<file path="src/ps2mct_pkg.sv">
package ps2mct_pkg;

    localparam int unsigned COORD_W = 12;
    localparam int unsigned BYTE_W  = 8;

    localparam logic [COORD_W-1:0] POS_X_RESET   = 12'd370;
    localparam logic [COORD_W-1:0] POS_Y_RESET   = 12'd310;
    localparam logic [COORD_W-1:0] X_LIMIT_RESET = 12'd1024;
    localparam logic [COORD_W-1:0] Y_LIMIT_RESET = 12'd768;

    localparam int unsigned HDR_LEFT  = 0;
    localparam int unsigned HDR_RIGHT = 1;
    localparam int unsigned HDR_SYNC  = 3;
    localparam int unsigned HDR_XSIGN = 4;
    localparam int unsigned HDR_YSIGN = 5;
    localparam int unsigned HDR_XOVF  = 6;
    localparam int unsigned HDR_YOVF  = 7;

    localparam logic REG_X_LIMIT = 1'b0;
    localparam logic REG_Y_LIMIT = 1'b1;

    typedef enum logic [1:0] {
        MOVE_OK        = 2'd0,
        MOVE_OVERFLOW  = 2'd1,
        MOVE_OFFSCREEN = 2'd2
    } move_status_t;

    typedef enum logic [1:0] {
        PKT_HEADER = 2'd0,
        PKT_XDELTA = 2'd1,
        PKT_YDELTA = 2'd2
    } pkt_state_t;

    typedef struct packed {
        logic [COORD_W-1:0] pos_x;
        logic [COORD_W-1:0] pos_y;
        move_status_t       status;
    } move_result_t;

endpackage

</file>
<file path="src/ps2mct_move.sv">
module ps2mct_move (
    input  logic [ps2mct_pkg::BYTE_W-1:0]  header,
    input  logic [ps2mct_pkg::BYTE_W-1:0]  x_byte,
    input  logic [ps2mct_pkg::BYTE_W-1:0]  y_byte,
    input  logic [ps2mct_pkg::COORD_W-1:0] pos_x,
    input  logic [ps2mct_pkg::COORD_W-1:0] pos_y,
    input  logic [ps2mct_pkg::COORD_W-1:0] x_limit,
    input  logic [ps2mct_pkg::COORD_W-1:0] y_limit,
    output ps2mct_pkg::move_result_t       result
);

    localparam int unsigned SUM_W = ps2mct_pkg::COORD_W + 2;

    logic signed [SUM_W-1:0] dx;
    logic signed [SUM_W-1:0] dy;
    logic signed [SUM_W-1:0] nx;
    logic signed [SUM_W-1:0] ny;
    logic                    x_out;
    logic                    y_out;

    always_comb begin
        dx = $signed({{(SUM_W-ps2mct_pkg::BYTE_W){header[ps2mct_pkg::HDR_XSIGN]}}, x_byte});
        dy = $signed({{(SUM_W-ps2mct_pkg::BYTE_W){header[ps2mct_pkg::HDR_YSIGN]}}, y_byte});
        nx = $signed({2'b00, pos_x}) + dx;
        ny = $signed({2'b00, pos_y}) - dy;
        x_out = nx[SUM_W-1] || (nx[SUM_W-2:0] > {1'b0, x_limit});
        y_out = ny[SUM_W-1] || (ny[SUM_W-2:0] > {1'b0, y_limit});

        result.pos_x  = pos_x;
        result.pos_y  = pos_y;
        result.status = ps2mct_pkg::MOVE_OK;
        if (header[ps2mct_pkg::HDR_XOVF] || header[ps2mct_pkg::HDR_YOVF]) begin
            result.status = ps2mct_pkg::MOVE_OVERFLOW;
        end else if (x_out || y_out) begin
            result.status = ps2mct_pkg::MOVE_OFFSCREEN;
        end else begin
            result.pos_x = nx[ps2mct_pkg::COORD_W-1:0];
            result.pos_y = ny[ps2mct_pkg::COORD_W-1:0];
        end
    end

endmodule

</file>
<file path="src/ps2_mouse_cursor_tracker_core.sv">
// The word for a packet's third byte is held in the result register, from which it drives m_axis.
// Throughput: one byte per cycle; s_axis_tready falls only while a result waits on m_axis.
// A packet gives one word after its third byte; stray bytes give none.
// Reset (aresetn low, synchronous): hunt for a header, cursor at (370, 310),
// limits 1024 x 768, result register empty.
module ps2_mouse_cursor_tracker_core (
    input  logic        aclk,
    input  logic        aresetn,

    input  logic        s_axis_tvalid,
    output logic        s_axis_tready,
    input  logic [7:0]  s_axis_tdata,   // [7:0] rx_byte

    output logic        m_axis_tvalid,
    input  logic        m_axis_tready,
    output logic [31:0] m_axis_tdata,   // [0] left_button, [1] right_button, [13:2] cursor_x,
                                        // [25:14] cursor_y, [27:26] move_status, [31:28] zero

    input  logic        psel,
    input  logic        penable,
    input  logic        pwrite,
    input  logic [2:0]  paddr,
    input  logic [31:0] pwdata,
    output logic [31:0] prdata,
    output logic        pready
);

    localparam int unsigned CW = ps2mct_pkg::COORD_W;

    ps2mct_pkg::pkt_state_t   state_reg, state_next;
    logic [7:0]               header_reg, header_next;
    logic [7:0]               xbyte_reg, xbyte_next;
    logic [CW-1:0]            pos_x_reg, pos_x_next;
    logic [CW-1:0]            pos_y_reg, pos_y_next;
    logic [CW-1:0]            x_limit_reg, x_limit_next;
    logic [CW-1:0]            y_limit_reg, y_limit_next;
    logic                     out_valid_reg, out_valid_next;
    logic [31:0]              out_data_reg, out_data_next;

    logic                     s_accept;
    logic                     cfg_write;
    logic                     take_header;
    logic                     take_xbyte;
    logic                     emit;
    ps2mct_pkg::move_result_t move;

    assign pready        = 1'b1;
    assign cfg_write     = psel && penable && pwrite && pready;
    assign s_axis_tready = !out_valid_reg || m_axis_tready;
    assign s_accept      = s_axis_tvalid && s_axis_tready;
    assign m_axis_tvalid = out_valid_reg;
    assign m_axis_tdata  = out_data_reg;

    ps2mct_move u_move (
        .header  (header_reg),
        .x_byte  (xbyte_reg),
        .y_byte  (s_axis_tdata),
        .pos_x   (pos_x_reg),
        .pos_y   (pos_y_reg),
        .x_limit (x_limit_reg),
        .y_limit (y_limit_reg),
        .result  (move)
    );

    always_comb begin
        state_next = state_reg;
        if (s_accept) begin
            unique case (state_reg)
                ps2mct_pkg::PKT_HEADER: begin
                    if (s_axis_tdata[ps2mct_pkg::HDR_SYNC]) begin
                        state_next = ps2mct_pkg::PKT_XDELTA;
                    end
                end
                ps2mct_pkg::PKT_XDELTA: state_next = ps2mct_pkg::PKT_YDELTA;
                ps2mct_pkg::PKT_YDELTA: state_next = ps2mct_pkg::PKT_HEADER;
                default:                state_next = ps2mct_pkg::PKT_HEADER;
            endcase
        end
    end

    always_comb begin
        take_header = 1'b0;
        take_xbyte  = 1'b0;
        emit        = 1'b0;
        unique case (state_reg)
            ps2mct_pkg::PKT_HEADER: take_header = s_accept && s_axis_tdata[ps2mct_pkg::HDR_SYNC];
            ps2mct_pkg::PKT_XDELTA: take_xbyte  = s_accept;
            ps2mct_pkg::PKT_YDELTA: emit        = s_accept;
            default: begin
            end
        endcase
    end

    always_comb begin
        header_next    = take_header ? s_axis_tdata : header_reg;
        xbyte_next     = take_xbyte ? s_axis_tdata : xbyte_reg;
        pos_x_next     = emit ? move.pos_x : pos_x_reg;
        pos_y_next     = emit ? move.pos_y : pos_y_reg;
        x_limit_next   = x_limit_reg;
        y_limit_next   = y_limit_reg;
        if (cfg_write) begin
            unique case (paddr[2])
                ps2mct_pkg::REG_X_LIMIT: x_limit_next = pwdata[CW-1:0];
                ps2mct_pkg::REG_Y_LIMIT: y_limit_next = pwdata[CW-1:0];
                default: begin
                end
            endcase
        end
        out_valid_next = out_valid_reg && !m_axis_tready;
        out_data_next  = out_data_reg;
        if (emit) begin
            out_valid_next = 1'b1;
            out_data_next  = {4'b0000, move.status, move.pos_y, move.pos_x,
                              header_reg[ps2mct_pkg::HDR_RIGHT],
                              header_reg[ps2mct_pkg::HDR_LEFT]};
        end
    end

    always_comb begin
        unique case (paddr[2])
            ps2mct_pkg::REG_X_LIMIT: prdata = {{(32-CW){1'b0}}, x_limit_reg};
            ps2mct_pkg::REG_Y_LIMIT: prdata = {{(32-CW){1'b0}}, y_limit_reg};
            default:                 prdata = '0;
        endcase
    end

    always_ff @(posedge aclk) begin
        if (!aresetn) begin
            state_reg     <= ps2mct_pkg::PKT_HEADER;
            pos_x_reg     <= ps2mct_pkg::POS_X_RESET;
            pos_y_reg     <= ps2mct_pkg::POS_Y_RESET;
            x_limit_reg   <= ps2mct_pkg::X_LIMIT_RESET;
            y_limit_reg   <= ps2mct_pkg::Y_LIMIT_RESET;
            out_valid_reg <= 1'b0;
        end else begin
            state_reg     <= state_next;
            pos_x_reg     <= pos_x_next;
            pos_y_reg     <= pos_y_next;
            x_limit_reg   <= x_limit_next;
            y_limit_reg   <= y_limit_next;
            out_valid_reg <= out_valid_next;
        end
    end

    always_ff @(posedge aclk) begin
        header_reg   <= header_next;
        xbyte_reg    <= xbyte_next;
        out_data_reg <= out_data_next;
    end

    a_third_byte_emits: assert property (@(posedge aclk) disable iff (!aresetn)
        s_accept && state_reg == ps2mct_pkg::PKT_YDELTA |=> out_valid_reg)
        else $error("third byte gave no result");

    a_no_sync_drops: assert property (@(posedge aclk) disable iff (!aresetn)
        s_accept && state_reg == ps2mct_pkg::PKT_HEADER && !s_axis_tdata[ps2mct_pkg::HDR_SYNC]
        |=> state_reg == ps2mct_pkg::PKT_HEADER)
        else $error("byte without sync bit left header hunt");

    a_pos_moves_only_on_ok: assert property (@(posedge aclk) disable iff (!aresetn)
        aresetn && !(emit && move.status == ps2mct_pkg::MOVE_OK)
        |=> $stable(pos_x_reg) && $stable(pos_y_reg))
        else $error("cursor moved without a valid move");

    a_ready_when_empty: assert property (@(posedge aclk) disable iff (!aresetn)
        !out_valid_reg |-> s_axis_tready)
        else $error("input stalled with empty result register");

endmodule

</file>
<file path="config.mk">
export PLATFORM = sky130hd
export DESIGN_NAME = ps2_mouse_cursor_tracker_core
export DESIGN_NICKNAME = d
export VERILOG_FILES = /design/src/ps2mct_pkg.sv /design/src/ps2mct_move.sv /design/src/ps2_mouse_cursor_tracker_core.sv
export SDC_FILE = /design/constraint.sdc
export NUM_CORES = 1
export LEC_CHECK = 0
export BUFFER_PORTS_ARGS = -buffer_cell sky130_fd_sc_hd__clkbuf_2
export CORE_UTILIZATION = 31
export CTS_CLUSTER_DIAMETER = 60
export DETAILED_ROUTE_END_ITERATION = 12
export SYNTH_ARGS = -nofsm -noshare
export SYNTH_HDL_FRONTEND = slang
export SYNTH_SLANG_ARGS = --single-unit
</file>
<file path="constraint.sdc">
create_clock -name aclk -period 5.7 [get_ports aclk]
set_input_delay 1.14 -clock aclk [delete_from_list [all_inputs] [get_ports aclk]]
set_output_delay 1.14 -clock aclk [all_outputs]
set_load 0.05 [all_outputs]
</file>
==> results of run 1 <==
placed cells by master (no fill, tap or decap), types with 3 or more instances in the layout:
cell type	n
buf_4	12
nor2_1	20
nor4_1	3
nand2_1	80
a211o_1	10
nand2b_1	6
o211ai_1	5
nor2b_1	4
clkbuf_2	69
edfxtp_1	42
a31oi_1	4
mux2i_1	3
nand4_1	16
ha_1	50
o21ai_1	6
nor3_1	5
clkbuf_16	9
and4_1	9
xor2_1	10
a21o_1	13
a21oi_1	42
o21ai_0	31
and3_1	3
mux2_1	16
nand3_1	10
mux2_2	5
inv_1	47
dfxtp_1	51
conb_1	25
o2111ai_1	4
xnor2_1	12
critical path: cells and delay by family:
family	cells	cell delay, ns
AO/OA/AOI/OAI	9	1.72
adder cells (fa/ha/maj)	3	0.95
AND/OR/NAND/NOR	3	0.48
multiplexers	1	0.37
buffers and inverters	2	0.34
XOR/XNOR	1	0.31
Yosys cell counts (12+ instances only):
master    count  share of area [%]
ha_1         50                 11
a21oi_1      42                3.7
inv_1        48                3.2
buf_4        26                3.5
nor2_1       20                1.3
xnor2_1      12                1.9
nand4_1      16                1.8
dfxtp_1      51                 18
a21o_1       13                1.7
edfxtp_1     42                 22
clkbuf_1     15                1.0
mux2_1       16                3.2
nand2_1      80                5.3
o21ai_0      31                2.8
final timing paths:
path | cells after the start | endpoint | startpoint
worst max-delay path | 19 | m_axis_tdata[2]$_DFFE_PP_ | s_axis_tdata[0]
worst min-delay path | 0 | m_axis_tdata[0]$_DFFE_PP_ | header_reg[0]$_DFFE_PP_
worst max register to register | 19 | m_axis_tdata[2]$_DFFE_PP_ | pos_y_reg[0]$_SDFFE_PN0P_
worst min register to register | 0 | m_axis_tdata[0]$_DFFE_PP_ | header_reg[0]$_DFFE_PP_
through the flow:
step	instance area (sq um)	std cells	hold slack [ns]
finish	6380	888	0.4298
global route	6380	888	0.4485
CTS	6380	888	0.4326
detailed placement	6112	872	0.4162
global placement	6112	872	0.4133
floorplan	5700	614	0.4003
per-layer routing:
metal | GRT usage (%) | up-vias | wire (um)
li1 | - | 2197 | -
met1 | 21.47 | 2023 | 6421
met2 | 25.44 | 119 | 6592
met3 | 3.296 | 13 | 815
met4 | 4.444 | 0 | 175
met5 | 0 | - | 0
layout make-up:
cell class                 instances  area, sq um
tap                              225        281.5
clock buffer                      11        232.7
multi-input combinational        425         2933
timing repair buffer              81        435.4
clock inverter                     5        35.03
inverter                          48        180.2
sequential                        93         2282
fill                            1777        11100
power groups by stage:
| stage | Sequential, mW | Clock [mW] | Combinational (mW) |
|---|---|---|---|
| 4_1_cts | 0.710 | 0.574 | 0.222 |
| 6_report | 0.710 | 0.562 | 0.221 |
| 2_1_floorplan | 0.731 | 0 | 0.170 |
| 3_3_place_gp | 0.725 | 0 | 0.219 |
| 3_5_place_dp | 0.725 | 0 | 0.220 |
| 5_1_grt | 0.711 | 0.602 | 0.244 |
cell families after synthesis:
family / count (synthesis) / share of synthesized area [%]
adders and majority gates: 52 / 11.86
other: 2 / 0.1338
buffers and inverters: 96 / 8.647
DFF: 93 / 40.65
AOI/OAI and AO/OA: 136 / 15.89
muxes: 24 / 4.747
and+or+nand+nor: 165 / 14.35
xor gates and xnor gates: 23 / 3.722
==> impl_metrics.py, run 1 <==
metrics = {
    "outcome": {
        "run_status": "finished clean",
    },
    "sta": {
        "fin_ws_ns": 0.4693,
        "finalSetupTns_ns": 0,
        "slew_headroom_pct": 20.92,
        "finalCritPeriodShare_pct": 91.77,
        "final_hold_viol_count": 0,
        "tightest_slew_ns": 1.184,
        "drv_slew": 0,
        "setup_viol": 0,
        "fin_crit_ns": 5.231,
        "rsz0062_at_grt": "false",
        "skew_ns": 0.009772,
        "clock.fmax_mhz": 191.2,
    },
    "routing": {
        "drt_iter0_drc": 339,
        "ant_nets": 0,
        "avgViaCountPerCell": 4.901,
        "dr.pass1.iters": 4,
        "vias": 4352,
        "drc_errors": 0,
        "wirelength_um": 14000,
        "wl_per_cell_um": 15.77,
    },
    "finish": {
        "finish.utilization_pct": 36.50,
        "drive_gt1_share_pct": 16.44,
        "antenna-diode-count": 0,
        "syn2layout_area_growth_pct": 13.64,
        "largest_reg_flops": 28,
        "layout.nets": 760,
    },
    "setup_path": {
        "worstSetupPathType": "primary input to flop",
        "worst_path_largest_cell_delay_ns": 0.40,
        "critPathMaxFanout": 12,
        "cp.required_ns": 5.79,
        "rrSetupSlack_ns": 1.01,
        "crit_slowest_cell": "fa_1",
        "cp_cell_sequence": "clkbuf_2 -> ha_1 -> fa_1 -> nand2b_1 -> a21oi_2 -> o21ai_0 -> nand2b_1 -> a21oi_1 -> xnor2_1 -> ha_1 -> a21o_1 -> a221oi_1 -> o21ai_0 -> o31ai_1 -> o21ai_1 -> a211oi_4 -> and3_1 -> buf_4 -> mux2_1",
        "crit_path_start_kind": "primary input",
        "crit_arrival_ns": 5.32,
        "endpoint_kind": "flop",
    },
    "power_and_ir_drop": {
        "p_per_area_nw_per_um2": 234.1,
        "pwr-share-clk_pct": 37.6,
        "max-vdd-ir-drop_mv": 0.1177,
        "power_mw": 1.493,
        "power_frac_seq_pct": 47.6,
        "swShare_pct": 28.62,
        "p_leak_nw": 2.568,
        "power_switching_uw": 427.4,
        "comb_power_share_pct": 14.8,
        "p_int_mw": 1.066,
    },
    "grt": {
        "antenna_found_initial": 0,
        "grt_max_degree": 39,
        "grt_pass1_wl_um": 22270,
        "globalRouteTotalUtil_pct": 15.87,
        "grt_pass1_vias": 3982,
        "grt_overflow_total": 0,
    },
    "place": {
        "portBuffers": 69,
        "dp_hpwl_um": 10440,
        "pre_cts_slack_ns": 0.08474,
        "place.gp.congestion": 0.8424,
    },
    "clocking": {
        "insertion_delay_ns": 0.35,
        "postCtsSetupBuffers": 0,
        "clock_sinks": 93,
        "ctsLongestPathBuffers": 2,
        "htreeDepth": 3,
        "cts-root-buf": "clkbuf_16",
        "ctsResizeCount": 0,
        "cts_tree": "built",
        "hold_buffers": 0,
        "cts_made_buffers": 9,
        "clkTransAtPathRegs_ns": 0.07,
    },
    "die": {
        "num_rows": 48,
        "die_w_um": 136.6,
        "die_h_um": 136.6,
        "core_sq_um": 17480,
        "io_pins": 117,
        "initial_utilization_pct": 32.12,
        "dieArea_sq_um": 18650,
    },
    "logic_synthesis": {
        "synth-edff-count": 42,
        "synthFlopType": "dfxtp_1",
        "synthCells": 591,
        "synthesis.area_sq_um": 5614,
        "yosysUniqueCellTypes": 58,
        "yosys_warnings": 0,
        "synth.avg_cell_area_sq_um": 9.499,
        "synth-seq-cells": 93,
        "ys_seq_area_share_pct": 40.65,
        "async_reset_ff_share_pct": 0,
    },
    "flow_run": {
        "max_cap_viol_count": 0,
    },
    "min_path": {
        "hp-class": "flop to flop",
    },
}
Power figures use the tool's default switching activity.
==> inputs of run 2 (changes only) <==
--- a/config.mk
+++ b/config.mk
@@ -5,10 +5,10 @@
 export SDC_FILE = /design/constraint.sdc
 export NUM_CORES = 1
 export LEC_CHECK = 0
-export BUFFER_PORTS_ARGS = -buffer_cell sky130_fd_sc_hd__clkbuf_2
 export CORE_UTILIZATION = 31
 export CTS_CLUSTER_DIAMETER = 60
 export DETAILED_ROUTE_END_ITERATION = 12
+export DONT_BUFFER_PORTS = 1
 export SYNTH_ARGS = -nofsm -noshare
 export SYNTH_HDL_FRONTEND = slang
 export SYNTH_SLANG_ARGS = --single-unit
==> run 2 against run 1 <==
Compared with the run above:
- critical path depth is 1 lower
- clock power is 9.8% higher
- setup slack better by 0.11 ns
- via count fell by 6.5%
- cell count is 7.7% lower
- clock skew up 0.0021 ns
- routed wire length is essentially flat
- sequential power increased by 1%
- critical endpoint unchanged
- largest power group unchanged
==> impl_metrics.py, run 2 (synthesized netlist as in run 1, its figures left out) <==
metrics = {
    "power_and_ir_drop": {
        "p_per_area_nw_per_um2": 250.4,
        "pwr-share-clk_pct": 40.5,
        "comb_power_share_pct": 12.5,
        "max-vdd-ir-drop_mv": 0.1511,
        "power_frac_seq_pct": 47.1,
        "power_switching_uw": 422.8,
        "power_mw": 1.526,
        "p_leak_nw": 2.314,
        "swShare_pct": 27.70,
        "p_int_mw": 1.103,
    },
    "sta": {
        "clock.fmax_mhz": 195.3,
        "finalSetupTns_ns": 0,
        "slew_headroom_pct": 28.97,
        "drv_slew": 0,
        "finalCritPeriodShare_pct": 89.85,
        "setup_viol": 0,
        "fin_hold_ws_ns": 0.4353,
        "tightest_slew_ns": 1.058,
        "skew_ns": 0.01183,
        "fin_crit_ns": 5.122,
        "fin_ws_ns": 0.5784,
        "final_hold_viol_count": 0,
        "rsz0062_at_grt": "false",
    },
    "setup_path": {
        "cp.required_ns": 5.80,
        "worst_path_largest_cell_delay_ns": 0.36,
        "critPathMaxFanout": 12,
        "crit_path_start_kind": "primary input",
        "worstSetupPathType": "primary input to flop",
        "cp_cell_sequence": "inv_1 -> ha_1 -> and2_1 -> o21ai_1 -> nand3b_1 -> or2_2 -> a31oi_1 -> xor2_1 -> ha_1 -> and3_1 -> a221oi_1 -> o21ai_0 -> o31ai_1 -> o21ai_1 -> a211oi_4 -> and3_1 -> buf_12 -> mux2_1",
        "endpoint_kind": "flop",
        "crit_slowest_cell": "ha_1",
        "crit_arrival_ns": 5.22,
    },
    "clocking": {
        "ctsLongestPathBuffers": 2,
        "cts-root-buf": "clkbuf_16",
        "htreeDepth": 3,
        "cts_made_buffers": 9,
        "clock_sinks": 93,
        "clkTransAtPathRegs_ns": 0.07,
        "postCtsSetupBuffers": 0,
        "insertion_delay_ns": 0.36,
        "cts_tree": "built",
        "ctsResizeCount": 0,
        "hold_buffers": 0,
    },
    "flow_run": {
        "max_cap_viol_count": 0,
    },
    "place": {
        "portBuffers": 0,
        "pre_cts_slack_ns": 0.1847,
        "place.gp.congestion": 0.8587,
        "dp_hpwl_um": 10410,
    },
    "grt": {
        "grt_pass1_wl_um": 21890,
        "grt_overflow_total": 0,
        "antenna_found_initial": 0,
        "grt_max_degree": 39,
        "globalRouteTotalUtil_pct": 15.96,
        "grt_pass1_vias": 3902,
    },
    "routing": {
        "drt_iter0_drc": 277,
        "ant_nets": 0,
        "drc_errors": 0,
        "met1_length_um": 6309,
        "vias": 4067,
        "avgViaCountPerCell": 4.960,
        "wl_per_cell_um": 17.09,
        "wl_met2_um": 6725,
        "dr.pass1.iters": 4,
        "wl_met3_um": 800,
        "top_layer": "met4",
        "wirelength_um": 14010,
    },
    "finish": {
        "syn2layout_area_growth_pct": 8.580,
        "drive_gt1_share_pct": 6.891,
        "layout.nets": 692,
        "final_common_cell": "nand2_1",
        "largest_reg_flops": 28,
        "antenna-diode-count": 0,
        "mostFrequentLayoutCells": "80 x nand2_1, 51 x dfxtp_1, 50 x ha_1",
    },
    "die": {
        "initial_utilization_pct": 32.12,
        "io_pins": 117,
        "die_w_um": 136.6,
        "core_sq_um": 17480,
        "die_h_um": 136.6,
        "num_rows": 48,
        "dieArea_sq_um": 18650,
    },
    "outcome": {
        "run_status": "finished clean",
    },
    "min_path": {
        "hp-class": "flop to flop",
    },
}
[run 2: cell types whose count changed in the layout (fill, tap and decap cells not counted)]
cell,before,now
buf_12,0,2
clkbuf_1,2,1
inv_1,47,48
buf_4,12,11
o21ai_1,6,17
bufinv_16,0,1
inv_6,2,3
o21ai_0,31,20
clkbuf_2,69,0
clkinvlp_2,2,0
[run 2: power by group through the flow]
stage / sequential, mW / clock, mW / combinational (mW)
finish: 0.718 / 0.617 / 0.190
floorplan: 0.731 / 0 / 0.170
global route: 0.719 / 0.663 / 0.210
CTS: 0.718 / 0.631 / 0.191
detailed placement: 0.734 / 0 / 0.190
global placement: 0.733 / 0 / 0.189
[run 2: path summary, 6_finish.rpt]
kind	startpoint	endpoint	slack, ns	cells after the start
setup / recovery	s_axis_tdata[3]	m_axis_tdata[2]$_DFFE_PP_	0.58	18
hold / removal	header_reg[1]$_DFFE_PP_	m_axis_tdata[1]$_DFFE_PP_	0.44	0
setup reg to reg	header_reg[5]$_DFFE_PP_	m_axis_tdata[2]$_DFFE_PP_	0.97	16
hold reg to reg	header_reg[1]$_DFFE_PP_	m_axis_tdata[1]$_DFFE_PP_	0.44	0
[run 2: per-layer routing]
layer | global-route usage (%) | vias up
li1 | - | 2058
met4 | 5.247 | 0
met2 | 26.11 | 81
met3 | 4.481 | 11
met1 | 20.12 | 1917
met5 | 0 | -
[run 2: critical path: cells and delay by family]
kind	cells	cell delay [ns]
compound gates	7	1.51
simple gates	5	1.05
fa+ha+maj	2	0.66
mux	1	0.35
xor+xnor	1	0.30
buf+inv	2	0.22
[run 2: area by class of cell]
type,count,area [sq um]
clock inverter,6,67.56
multi-input combinational,425,2933
clock buffer,10,229.0
inverter,48,180.2
timing repair buffer,13,122.6
sequential,93,2282
fill,1789,11380
tap,225,281.5
[run 2: per-stage QoR]
stage | util (%) | instances | instance area, sq um
after floorplan | - | 614 | 5700
after global placement | 33.18 | 804 | 5799
after detailed placement | 33.18 | 804 | 5799
after CTS | 34.88 | 820 | 6096
after global routing | 34.88 | 820 | 6096
final | 34.88 | 820 | 6096
